==> config.mk <==
export PLATFORM = sky130hd
export DESIGN_NAME = bts_cmd_q
export DESIGN_NICKNAME = d
export VERILOG_FILES = /design/src/hw/rtl/bts_pkg.sv /design/src/hw/rtl/bts_cmd_q.sv
export SDC_FILE = /design/constraint.sdc
export NUM_CORES = 1
export LEC_CHECK = 0
export ABC_AREA = 1
export BUFFER_PORTS_ARGS = -buffer_cell sky130_fd_sc_hd__buf_2
export CORE_MARGIN = 2
export CORE_UTILIZATION = 65
export CTS_BUF_LIST = sky130_fd_sc_hd__clkbuf_2
export DETAILED_ROUTE_END_ITERATION = 12
export PLACE_DENSITY = 0.86
export SYNTH_ARGS = -nofsm -noshare
export SYNTH_HDL_FRONTEND = slang
export SYNTH_SLANG_ARGS = --single-unit
export TNS_END_PERCENT = 5
==> constraint.sdc <==
create_clock -name clk -period 5.4 [get_ports clk]
set_input_delay 0.27 -clock clk [delete_from_list [all_inputs] [get_ports clk]]
set_output_delay 0.27 -clock clk [all_outputs]
set_load 0.1 [all_outputs]
==> src/hw/rtl/bts_pkg.sv <==
package bts_pkg;

	localparam int MAX_DIM      = 256;
	localparam int COORD_BITS   = 16;
	localparam int WEIGHT_BITS  = 8;
	localparam int DIM_W        = 9;
	localparam int IDX_W        = $clog2(MAX_DIM);
	localparam int ADDR_W       = 2 * IDX_W;
	localparam int CH_W         = 8;
	localparam int TEXEL_W      = 3 * CH_W;
	localparam int OUT_W        = 16;
	localparam int PROD_W       = COORD_BITS + DIM_W;
	localparam int LIN_W        = CH_W + WEIGHT_BITS + 1;
	localparam int SUM_W        = LIN_W + WEIGHT_BITS + 1;
	localparam int SUM_SHIFT    = 2 * WEIGHT_BITS - 8;
	localparam int CMD_Q_DEPTH  = 4;
	localparam int OUT_Q_DEPTH  = 8;
	localparam int RAM_DEPTH    = MAX_DIM * MAX_DIM;

	localparam logic ACT_WRITE  = 1'b0;
	localparam logic ACT_SAMPLE = 1'b1;

	localparam logic REG_WIDTH  = 1'b0;
	localparam logic REG_HEIGHT = 1'b1;

	typedef struct packed {
		logic                   is_wr;
		logic                   wr_ok;
		logic [ADDR_W-1:0]      a00;
		logic [ADDR_W-1:0]      a01;
		logic [ADDR_W-1:0]      a10;
		logic [ADDR_W-1:0]      a11;
		logic [TEXEL_W-1:0]     texel;
		logic [WEIGHT_BITS-1:0] fx;
		logic [WEIGHT_BITS-1:0] fy;
	} cmd_t;

	typedef struct packed {
		logic [OUT_W-1:0] blue;
		logic [OUT_W-1:0] green;
		logic [OUT_W-1:0] red;
	} pix_t;

	// a*(S-f) + b*f
	function automatic logic [LIN_W-1:0] lerp(input logic [CH_W-1:0] a,
		input logic [CH_W-1:0] b, input logic [WEIGHT_BITS-1:0] f);
		logic [WEIGHT_BITS:0] inv;
		inv = (WEIGHT_BITS+1)'(1 << WEIGHT_BITS) - (WEIGHT_BITS+1)'(f);
		return LIN_W'(a) * LIN_W'(inv) + LIN_W'(b) * LIN_W'(f);
	endfunction

endpackage

==> src/hw/rtl/bts_cmd_q.sv <==
module bts_cmd_q (
	input  logic          clk,
	input  logic          arst_n,
	input  logic          push,
	input  bts_pkg::cmd_t din,
	output logic          full,
	output logic          valid,
	output bts_pkg::cmd_t dout,
	input  logic          pop
);
	import bts_pkg::*;

	localparam int PW = $clog2(CMD_Q_DEPTH);

	cmd_t           mem_q [CMD_Q_DEPTH];
	logic [PW-1:0]  wr_q, rd_q;
	logic [PW:0]    cnt_q;

	assign full  = (cnt_q == (PW+1)'(CMD_Q_DEPTH));
	assign valid = (cnt_q != '0);
	assign dout  = mem_q[rd_q];

	always_ff @(posedge clk or negedge arst_n) begin
		if (!arst_n) begin
			wr_q  <= '0;
			rd_q  <= '0;
			cnt_q <= '0;
		end else begin
			if (push) wr_q <= wr_q + 1'b1;
			if (pop) rd_q <= rd_q + 1'b1;
			cnt_q <= cnt_q + (PW+1)'(push) - (PW+1)'(pop);
		end
	end

	always_ff @(posedge clk) begin
		if (push) begin
			mem_q[wr_q] <= din;
		end
	end

	a_no_overflow: assert property (@(posedge clk) disable iff (!arst_n)
		full |-> !push) else $error("command queue overflow");
	a_no_underflow: assert property (@(posedge clk) disable iff (!arst_n)
		!valid |-> !pop) else $error("command queue underflow");
	a_count_step: assert property (@(posedge clk) disable iff (!arst_n)
		(push && !pop) |=> cnt_q == $past(cnt_q) + 1'b1) else $error("count slip");
endmodule

# [Word level (Yosys, flattened, before mapping)]
# Memories as Yosys holds them, arrays and structs flattened.
# Cells that the tools add are included.
# W data, S select, Z words.
[word_totals] reg_bits=7 mem_bits_rw=424 in_bits=110 out_inout_bits=108 wordCells=12 memories=1
[mem_list] memory="mem_q" depth=4 word_bits=106 rd=1 rd_ports_with_merged_regs=0 write_ports=1 line="bts_cmd_q.sv:15" rtl="cmd_t mem_q [CMD_Q_DEPTH];"
[op_classes] addsub=4 n_eq_ne=1 n_mux=2 reduce_logical=1
[op_table] operator="$add A2 B1 Y2 const B" count=2
[op_table] operator="$add A3 B1 Y3" count=1
[op_table] operator="$eq A3 B3 Y1 const B" count=1
[op_table] operator="$reduce_bool A3 Y1" count=1
[op_table] operator="$sub A3 B1 Y3" count=1
[op_table] operator="$mux W1" count=2

# [Longest topological paths before layout]
[depth] depth_word=2 mapped_depth=10 mapped_depth_nobuf=10

# [Worst setup path after synthesis]
# No wires, ideal clock.
[synth_path] path_kind="register -> register" startpoint="reg wr_q[0]" endpoint="mem mem_q[0][0] (netlist bit), enable pin" setup_time_ns=0.460 arrival_ns=2.732 t_required_ns=4.940 setup_slack_ns=2.208 path_stages_with_launch=5 period_less_slack_ns=3.192 cell_sequence="dfrtp_1 inv_1 ha_1 nand2_1 inv_1"
[synth_rtl] item="start: declaration" line="bts_cmd_q.sv:16" rtl="logic [PW-1:0] wr_q, rd_q;"
[synth_rtl] item="start signal: assignment" line="bts_cmd_q.sv:29" rtl="if (push) wr_q <= wr_q + 1'b1;"
[synth_rtl] item="end: declaration" line="bts_cmd_q.sv:15"
# No word-level cell before the write port.

==> flow_summary.ini <==
[timing]
tightest_slew_ps = 1160
fin_skew_ps = 85.6
rsz0062_at_grt = no
finalCritPeriodShare_pct = 75.7
fin_crit_ps = 4090
whs_ps = 98.8
relSlewSlack_pct = 22.8
hold_violations = 0
max_freq_ghz = 0.245
final-max-slew-violation-count = 0
final-setup-viol-count = 0
setup_ws_ps = 1310
fin_tns_setup_ps = 0

[global_route]
grt_pass1_wl_um = 63100
grt_max_degree = 111
antenna_found_initial = 5
overflow = 0
grt_pass1_vias = 13343
grt_usage_pct = 28.0

[routing]
drt_iter0_drc = 1381
num_vias = 13098
drc = 0
vias_per_cell = 5.17
wl_per_cell_um = 16.2
drt-pass1-iter-count = 6
postRouteWirelength_um = 41000
ant_nets = 0

[floorplan]
die_w_um = 172
die_y_um = 172
ios = 218
rows = 61
core_region_area_um2 = 27700
initial_core_util_pct = 65.9
die_area_um2 = 29500

[clock_network]
path_clk_slew_ps = 90
cts_resized = 0
cts_max_path_buffers = 3
cts_made_buffers = 99
insertion_delay_ps = 930
postCtsSetupBuffers = 0
cts.sinks = 431
cts_root_buf = clkbuf_2
htreeDepth = 3
tritoncts = done
ctsHoldBuffers = 110

[yosys]
synth_top_family_by_area = simple AND/OR/NAND/NOR gates
ys_ff_latch = 431
synth_fp_nets = 1824
synthSimpleGateAreaFrac_pct = 17.0
synthAdderAreaFrac_pct = 0.521
synth_compound_area_share_pct = 0.0274
synth_area_leaders = edfxtp_1, nand2_1, inv_1, nand3_1, dfrtp_1
syn-cell-area_um2 = 18300
synth_area_leader_cell = edfxtp_1
yosysWarnings = 0
synth_top_area_share_pct = 69.7
avgSynthCellArea_um2 = 10.7
synthCells = 1707
ys_seq_area_share_pct = 70.7
synthDistinctLibCells = 16
muxShareOfSynthArea_pct = 0
synth_xor_xnor_area_share_pct = 0.144

[min_path]
min_path_type = input pin to register

[run_status]
status = complete, no violations

[worst_setup_path]
arrival_ps = 3820
end_kind = primary output
r2r_setup_slack_ps = 2790
worst-path-max-fanout = 110
r2r_end = mem_q[3][98]
startpoint = rd_q[0]
ff2ff_path_depth = 4
worstSetupPathType = register to primary output
crit_required_ps = 5130
rr_startpoint = wr_q[0]
start_kind = register
crit_end = dout[79]

[place]
hpwl_um = 22500
io_buffer_count = 217
gp_congestion = 0.817
place_ws_ps = 2360

[finish]
final_core_util_pct = 77.6
multi_input_area_um2 = 3230
final_layout_size_suffix_gt1_share_pct = 18.3
fillers = 1616
seq_area_um2 = 12900
area_growth_syn_to_layout_pct = 17.7
nNetsFinal = 2192

[flow_run]
max_cap_viol_count = 0
through the flow:
| step | cell area, µm² | instances |
|---|---|---|
| after floorplan | 18300 | 1707 |
| after global placement | 19500 | 2242 |
| after detailed placement | 19500 | 2242 |
| after CTS | 21500 | 2531 |
| after global routing | 21500 | 2535 |
| final | 21500 | 2535 |
synth_stat cells:
cell type,number
clkbuf_1,12
nor3_1,1
inv_1,436
inv_4,2
buf_1,2
buf_2,22
xor2_1,3
edfxtp_1,424
o21ai_0,1
buf_4,22
dfrtp_1,7
nand2_1,541
buf_6,13
ha_1,6
nand3_1,214
fa_1,1
layer usage:
layer,part of all wire [%],vias to the layer above,global-route usage (%)
met5,0.032,-,0
met4,4.1,2,16.5
met3,8.3,140,5.78
met2,51,679,48.4
met1,36,6157,32.3
li1,-,6120,-
layout make-up:
class | count | share of cell area (%)
timing repair buffer | 338 | 10.6
inverter | 438 | 7.73
sequential | 431 | 60.1
clock inverter | 33 | 0.914
multi-input combinational | 767 | 15.0
tap | 378 | 2.20
antenna | 4 | 0.0466
clock buffer | 146 | 3.40
placed cells by master, fill, tap and decap left out, types with 6 or more instances in the layout:
cell type | netlist | layout
nand2_1 | 541 | 541
inv_1 | 436 | 432
edfxtp_1 | 424 | 424
buf_2 | 22 | 217
nand3_1 | 214 | 214
clkbuf_2 | 0 | 146
dlygate4sd3_1 | 0 | 110
clkinv_1 | 0 | 21
buf_4 | 22 | 11
ha_1 | 6 | 6
cell families after synthesis:
| logic type | after synthesis |
|---|---|
| and+or+nand+nor | 756 |
| buffers and inverters | 509 |
| xor gates and xnor gates | 3 |
| DFF | 431 |
| AOI/OAI and AO/OA | 1 |
| adders and majority gates | 7 |
sequential cells by signal, summed over array words and instances (netlist names):
name / flops
mem_q: 424
wr_q: 2
cnt_q: 3
rd_q: 2
how the worst min path moves through the flow:
stage,from,endpoint,slack (ps),cells after the start
floorplan,arst_n,cnt_q[0],-30,0
global placement,arst_n,cnt_q[0],140,1
detailed placement,arst_n,cnt_q[0],140,1
CTS,din[47],mem_q[0][47],20,2
global route,din[24],mem_q[3][24],4,2
finish,din[19],mem_q[2][19],100,2
worst max-delay path, stage by stage, from the launching register on:
cell     delay (ps)
dfrtp_4         790
inv_6           670
buf_4           630
nand2_1         150
nand3_1         140
nand2_1         100
buf_2           300
Power is left out: the tool's default activity adds up to more than one toggle a clock period on the data nets, which glitch-free logic cannot reach.
