`config.mk`:
```
export PLATFORM = sky130hd
export DESIGN_NAME = bts_front
export DESIGN_NICKNAME = d
export VERILOG_FILES = /design/src/hw/rtl/bts_pkg.sv /design/src/hw/rtl/bts_front.sv
export SDC_FILE = /design/constraint.sdc
export NUM_CORES = 2
export LEC_CHECK = 0
export ABC_CLOCK_PERIOD_IN_PS = 9400
export BUFFER_PORTS_ARGS = -buffer_cell sky130_fd_sc_hd__buf_2
export CORE_MARGIN = 10
export CORE_UTILIZATION = 47
export DETAILED_ROUTE_END_ITERATION = 10
export PLACE_DENSITY_LB_ADDON = 0.25
export SKIP_LAST_GASP = 1
export SLEW_MARGIN = 10
export SYNTH_ARGS = -nofsm -noshare
export SYNTH_HDL_FRONTEND = slang
export SYNTH_SLANG_ARGS = --single-unit
```
`constraint.sdc`:
```
create_clock -name clk -period 9.4 [get_ports clk]
set_input_delay 0.94 -clock clk [delete_from_list [all_inputs] [get_ports clk]]
set_output_delay 0.94 -clock clk [all_outputs]
set_load 0.02 [all_outputs]
```
`src/hw/rtl/bts_pkg.sv`:
```
package bts_pkg;

	localparam int MAX_DIM      = 256;
	localparam int COORD_BITS   = 16;
	localparam int WEIGHT_BITS  = 8;
	localparam int DIM_W        = 9;
	localparam int IDX_W        = $clog2(MAX_DIM);
	localparam int ADDR_W       = 2 * IDX_W;
	localparam int CH_W         = 8;
	localparam int TEXEL_W      = 3 * CH_W;
	localparam int OUT_W        = 16;
	localparam int PROD_W       = COORD_BITS + DIM_W;
	localparam int LIN_W        = CH_W + WEIGHT_BITS + 1;
	localparam int SUM_W        = LIN_W + WEIGHT_BITS + 1;
	localparam int SUM_SHIFT    = 2 * WEIGHT_BITS - 8;
	localparam int CMD_Q_DEPTH  = 4;
	localparam int OUT_Q_DEPTH  = 8;
	localparam int RAM_DEPTH    = MAX_DIM * MAX_DIM;

	localparam logic ACT_WRITE  = 1'b0;
	localparam logic ACT_SAMPLE = 1'b1;

	localparam logic REG_WIDTH  = 1'b0;
	localparam logic REG_HEIGHT = 1'b1;

	typedef struct packed {
		logic                   is_wr;
		logic                   wr_ok;
		logic [ADDR_W-1:0]      a00;
		logic [ADDR_W-1:0]      a01;
		logic [ADDR_W-1:0]      a10;
		logic [ADDR_W-1:0]      a11;
		logic [TEXEL_W-1:0]     texel;
		logic [WEIGHT_BITS-1:0] fx;
		logic [WEIGHT_BITS-1:0] fy;
	} cmd_t;

	typedef struct packed {
		logic [OUT_W-1:0] blue;
		logic [OUT_W-1:0] green;
		logic [OUT_W-1:0] red;
	} pix_t;

	// a*(S-f) + b*f
	function automatic logic [LIN_W-1:0] lerp(input logic [CH_W-1:0] a,
		input logic [CH_W-1:0] b, input logic [WEIGHT_BITS-1:0] f);
		logic [WEIGHT_BITS:0] inv;
		inv = (WEIGHT_BITS+1)'(1 << WEIGHT_BITS) - (WEIGHT_BITS+1)'(f);
		return LIN_W'(a) * LIN_W'(inv) + LIN_W'(b) * LIN_W'(f);
	endfunction

endpackage

```
`src/hw/rtl/bts_front.sv`:
```
module bts_front (
	input  logic                            clk,
	input  logic                            arst_n,
	input  logic                            in_valid,
	output logic                            in_ready,
	input  logic                            action,
	input  logic [bts_pkg::ADDR_W-1:0]      texel_index,
	input  logic [bts_pkg::TEXEL_W-1:0]     texel,
	input  logic [bts_pkg::COORD_BITS-1:0]  u_coord,
	input  logic [bts_pkg::COORD_BITS-1:0]  v_coord,
	input  logic [bts_pkg::DIM_W-1:0]       eff_w,
	input  logic [bts_pkg::DIM_W-1:0]       eff_h,
	input  logic                            q_full,
	output logic                            push,
	output bts_pkg::cmd_t                   cmd
);
	import bts_pkg::*;

	logic en;
	logic v_s1, v_s2, v_s3;

	logic                  act_s1, act_s2;
	logic                  ok_s1, ok_s2;
	logic [ADDR_W-1:0]     idx_s1, idx_s2;
	logic [TEXEL_W-1:0]    texel_s1, texel_s2;
	logic [PROD_W-1:0]     tu_s1, tv_s1;
	logic [IDX_W-1:0]      c0_s2, c1_s2, r0_s2, r1_s2;
	logic [WEIGHT_BITS-1:0] fx_s2, fy_s2;
	cmd_t                  cmd_s3;

	logic [PROD_W-1:0]     tu_c, tv_c;
	logic [2*DIM_W-1:0]    area_c;
	logic                  ok_c;
	logic [DIM_W-1:0]      ipu, ipv;
	logic [IDX_W-1:0]      c0_c, c1_c, r0_c, r1_c;
	logic [ADDR_W:0]       row0_c, row1_c;
	cmd_t                  cmd_c;

	// front stalls only when its last stage cannot enter the queue
	assign en       = !(v_s3 && q_full);
	assign in_ready = en;
	assign push     = v_s3 && en;
	assign cmd      = cmd_s3;

	// half-texel offset folded in: x = u*W - 0.5 + 1
	assign tu_c   = PROD_W'(u_coord) * PROD_W'(eff_w) + PROD_W'(1 << (COORD_BITS - 1));
	assign tv_c   = PROD_W'(v_coord) * PROD_W'(eff_h) + PROD_W'(1 << (COORD_BITS - 1));
	assign area_c = (2*DIM_W)'(eff_w) * (2*DIM_W)'(eff_h);
	assign ok_c   = (2*DIM_W)'(texel_index) < area_c;

	assign ipu = tu_s1[PROD_W-1:COORD_BITS];
	assign ipv = tv_s1[PROD_W-1:COORD_BITS];

	always_comb begin
		c0_c = (ipu == '0) ? IDX_W'(eff_w - 1'b1) : IDX_W'(ipu - 1'b1);
		c1_c = (ipu >= eff_w) ? '0 : IDX_W'(ipu);
		r0_c = (ipv == '0) ? IDX_W'(eff_h - 1'b1) : IDX_W'(ipv - 1'b1);
		r1_c = (ipv >= eff_h) ? '0 : IDX_W'(ipv);
	end

	assign row0_c = (ADDR_W+1)'(r0_s2) * (ADDR_W+1)'(eff_w);
	assign row1_c = (ADDR_W+1)'(r1_s2) * (ADDR_W+1)'(eff_w);

	always_comb begin
		cmd_c.is_wr = (act_s2 == ACT_WRITE);
		cmd_c.wr_ok = ok_s2;
		cmd_c.texel = texel_s2;
		cmd_c.fx    = fx_s2;
		cmd_c.fy    = fy_s2;
		cmd_c.a01   = ADDR_W'(row0_c + (ADDR_W+1)'(c1_s2));
		cmd_c.a10   = ADDR_W'(row1_c + (ADDR_W+1)'(c0_s2));
		cmd_c.a11   = ADDR_W'(row1_c + (ADDR_W+1)'(c1_s2));
		if (act_s2 == ACT_WRITE) begin
			cmd_c.a00 = idx_s2;
		end else begin
			cmd_c.a00 = ADDR_W'(row0_c + (ADDR_W+1)'(c0_s2));
		end
	end

	always_ff @(posedge clk or negedge arst_n) begin
		if (!arst_n) begin
			v_s1 <= 1'b0;
			v_s2 <= 1'b0;
			v_s3 <= 1'b0;
		end else if (en) begin
			v_s1 <= in_valid;
			v_s2 <= v_s1;
			v_s3 <= v_s2;
		end
	end

	always_ff @(posedge clk) begin
		if (en) begin
			act_s1   <= action;
			ok_s1    <= ok_c;
			idx_s1   <= texel_index;
			texel_s1 <= texel;
			tu_s1    <= tu_c;
			tv_s1    <= tv_c;

			act_s2   <= act_s1;
			ok_s2    <= ok_s1;
			idx_s2   <= idx_s1;
			texel_s2 <= texel_s1;
			c0_s2    <= c0_c;
			c1_s2    <= c1_c;
			r0_s2    <= r0_c;
			r1_s2    <= r1_c;
			fx_s2    <= tu_s1[COORD_BITS-1 -: WEIGHT_BITS];
			fy_s2    <= tv_s1[COORD_BITS-1 -: WEIGHT_BITS];

			cmd_s3   <= cmd_c;
		end
	end
endmodule

```
### Word-level counts from Yosys, hierarchy flattened

Cells that the tools add are included.

* add/sub/neg operators: 10
* multipliers: 5
* muxes and demuxes: 3
* bitwise operators: 1
* order comparisons: 3
* reduce and logical (&&, ||, !) cells: 5

Operators by type and width (count)
* 16-bit by 8-bit adder with 16-bit output: 4
* 25-bit by 16-bit adder with 25-bit output (second input constant): 2
* 16-bit by 9-bit multiplier with 25-bit output: 2
* 8-bit by 9-bit multiplier with 16-bit output: 2
* 8-bit by 1-bit subtractor with 8-bit output (second input constant): 4
* 9-bit >= comparator: 2
* 9-bit zero test: 2
* 16-bit by 18-bit < comparator with 1-bit output: 1
* 9-bit by 9-bit multiplier with 18-bit output: 1
* 16-bit two-way mux: 1
* 8-bit two-way mux: 2
* 1-bit logical AND: 2
* 1-bit zero test: 1
* 1-bit inverter: 1

* output and inout bits: 108
* bits in registers: 291
* word-level logic and storage cells: 55

### Logic depth before layout (Yosys ltp)

* depth after elaboration: 3
* depth in mapped cells: 25

### Worst setup path before layout

No wires, ideal clock.

* path type: in2reg
* start: input q_full
* end: register v_s1
* setup time: 0.097 ns
* arrival: 7.755 ns
* stages on the path: 2
* required time: 9.303 ns
* path buffers: 0
* slack: 1.548 ns
* path through: nand2_1 > mux2_2

* longest elaborated chain between the ends: 1

Ends and longest elaborated chain
* start, declared: RTL line bts_front.sv:13 `input logic q_full,`
* 1-bit logical AND: RTL line bts_front.sv:40 `assign en = !(v_s3 && q_full);`
* end signal, assigned: RTL line bts_front.sv:86 `v_s1 <= in_valid;`
* end, declared: RTL line bts_front.sv:20 `logic v_s1, v_s2, v_s3;`

No other way between the ends.
A chain may end at the register's enable or synchronous reset.

### Final worst setup path

* start: input eff_w[4] in the netlist's numbering
* end: register ok_s1, data pin

* longest elaborated chain between the ends: 2

Ends and longest elaborated chain
* start, declared: RTL line bts_front.sv:11 `input logic [bts_pkg::DIM_W-1:0] eff_w,`
* 9-bit by 9-bit multiplier with 18-bit output: RTL line bts_front.sv:48 `assign area_c = (2*DIM_W)'(eff_w) * (2*DIM_W)'(eff_h);`
* 16-bit by 18-bit < comparator with 1-bit output: RTL line bts_front.sv:49 `assign ok_c = (2*DIM_W)'(texel_index) < area_c;`
* net ok_c: RTL line bts_front.sv:33 `logic ok_c;`
* end signal, assigned: RTL line bts_front.sv:95 `ok_s1 <= ok_c;`
* end, declared: RTL line bts_front.sv:23 `logic ok_s1, ok_s2;`

The timed path passes the listed nets, and every way through them passes these cells.

==> metrics.txt <==
largest net degree at the start of global routing 117; Final #Nets 3444; FFs w/ async S/R, synth 1.09%; YS warnings 0; max_cap viols 0; Required @ worst endpoint 9850 ps; Final min period 6380 ps; unrepaired setup endpoints after global routing no; post-route setup TNS 0 ps; mapped cell area 27200 um2; post-route ant nets 0; Core Region 57600 um2; drt initial violations 983; area leader, netlist edfxtp_1; worst skew pair latency 610 ps; htree depth 1; Post-Syn Instances 2564; Worst-Margin Slew 1020 ps; top cells by count, synth inv_1, fa_1, ha_1, edfxtp_1, nand2_1; Port Buffers 202; EDFF count, synth 272; period utilization 67.9%; GRT Overall Usage 19.4%; register area 8240 um2; #FFs+latches synth 275; Total Wirelength 64700 um; GPL Wtd Cong 0.859; Synth Area per Inst 10.6 um2; num rows 88; DRC 0; Setup Skew 26.1 ps; post-CTS setup buffer count 0; Yosys top cell area share 30.0%; Reg2Reg Setup Slack 3960 ps; initial antenna violation count 3; Worst Setup Start Kind input pin; Vias/cell 5.21; run status finished clean; Die W 261 um; first-pass GRT wire length 105000 um; library cells used by synthesis 71; grt ovf 0; Final setup viols 0; area grow syn2layout 10.0%; crit path DAT 6830 ps; Slew Limit Fails 0; clock slew at reported path FFs 60 ps; Starting Density 47.3%; multi-input logic area 17100 um2; fillers 5176; Peak Freq 157 MHz; TritonCTS clock tree done; Syn Nets 3284; CP Max Fanout 41; Num CTS Buffers 31; Clock Tree Root clkbuf_16; register area share after synthesis 30.3%; via count 18324; wire per inst 18.4 um; 1st-pass router iterations 8; share of layout cells above drive strength 1 10.6%; total clock sinks 275; final hold violation count 0; Worst Hold Class in2async; count leader, synth inv_1; ys flop type edfxtp_1; synth top area cells edfxtp_1, fa_1, ha_1, and2_1, inv_1; cts hold-fix bufs 0; CP endpoint kind register; overall die area 68000 um2; relative slew slack 31.8%; die span in y 261 um; HPWL reported at the end of detailed placement 50200 um; post_cts resized 0; vias in the first global route 19590; Setup Crit Path Kind in2reg; IO Count 203; worst-case clock buffer depth 3
## area by class of cell
class / instances / area share, %
Clock buffer: 32 / 2.60
Clock inverter: 25 / 0.718
Inverter: 422 / 5.29
Antenna cell: 2 / 0.0167
Tap cell: 765 / 3.19
Multi-Input combinational cell: 1784 / 57.1
Timing Repair Buffer: 210 / 3.62
Sequential cell: 275 / 27.5
## stage by stage
step	instances	cell area [um2]	utilization, %	hold WS (ps)	setup WS, ps
floorplan	2564	27200	-	400	1550
global placement	3456	29000	50.3	401	2640
detailed placement	3456	29000	50.3	405	2480
CTS	3513	30000	52.0	97.2	3090
global route	3513	30000	52.0	106	2850
finish	3515	30000	52.0	134	3020
## logic make-up (layout without fill, tap and decap cells)
kind of cell / count (synthesis) / after routing / share of synthesized area [%]
buffers and inverters: 505 / 689 / 6.98
muxes: 13 / 13 / 0.519
xor gates and xnor gates: 127 / 127 / 4.17
adders and majority gates: 625 / 625 / 37.9
and+or+nand+nor: 767 / 767 / 14.1
AOI/OAI and AO/OA: 252 / 252 / 6.11
DFF: 275 / 275 / 30.3
other: 0 / 2 / 0
## critical path: stages
cell	delay, ps
buf_2	650
inv_1	320
nor2_1	210
fa_1	440
ha_1	290
inv_1	50
fa_1	500
fa_1	570
inv_1	50
ha_1	320
nand2_1	90
o21ai_1	100
o41a_1	350
a41o_1	270
o41a_1	360
xnor2_1	160
ha_1	220
or4_1	510
a21oi_1	130
o2111ai_1	140
nand4_1	130
## cells in the final DEF, fill, tap and decap left out, types with 77 or more instances in the layout
cell type  netlist  routed
nand2_1        267     266
ha_1           293     293
buf_2            4     202
inv_1          421     421
nor2_1         118     118
edfxtp_1       272     272
xnor2_1         77      77
and2_1         256     256
fa_1           332     332
a21oi_1         81      81
## path summary, 6_finish.rpt
path	from	to	cells past startpoint
max	eff_w[4]	ok_s1	21
min	arst_n	v_s3	1
max reg2reg	r0_s2[3]	cmd[103]	19
min reg2reg	texel_s1[1]	texel_s2[1]	0
max in group asynchronous	arst_n	v_s2	1
min in group clk	texel_s1[1]	texel_s2[1]	0
## flip-flops by register name, indices dropped and copies added (netlist names), 16 cells and up
signal / flops
tv_s1: 17
texel_s1: 24
texel_s2: 24
idx_s1: 16
idx_s2: 16
tu_s1: 17
cmd: 106
## routing by layer
metal  vias up  part of all wire, %  global-route usage, %
li1       8609                    -                      -
met1      9158                   41                   24.2
met2       454                   51                   34.5
met3       101                  5.3                   2.59
met4         2                  2.9                   5.70
met5         -                0.020                      0
Power is not shown: default switching activity piles up to over one toggle a cycle in this logic, so the estimate is an artifact.
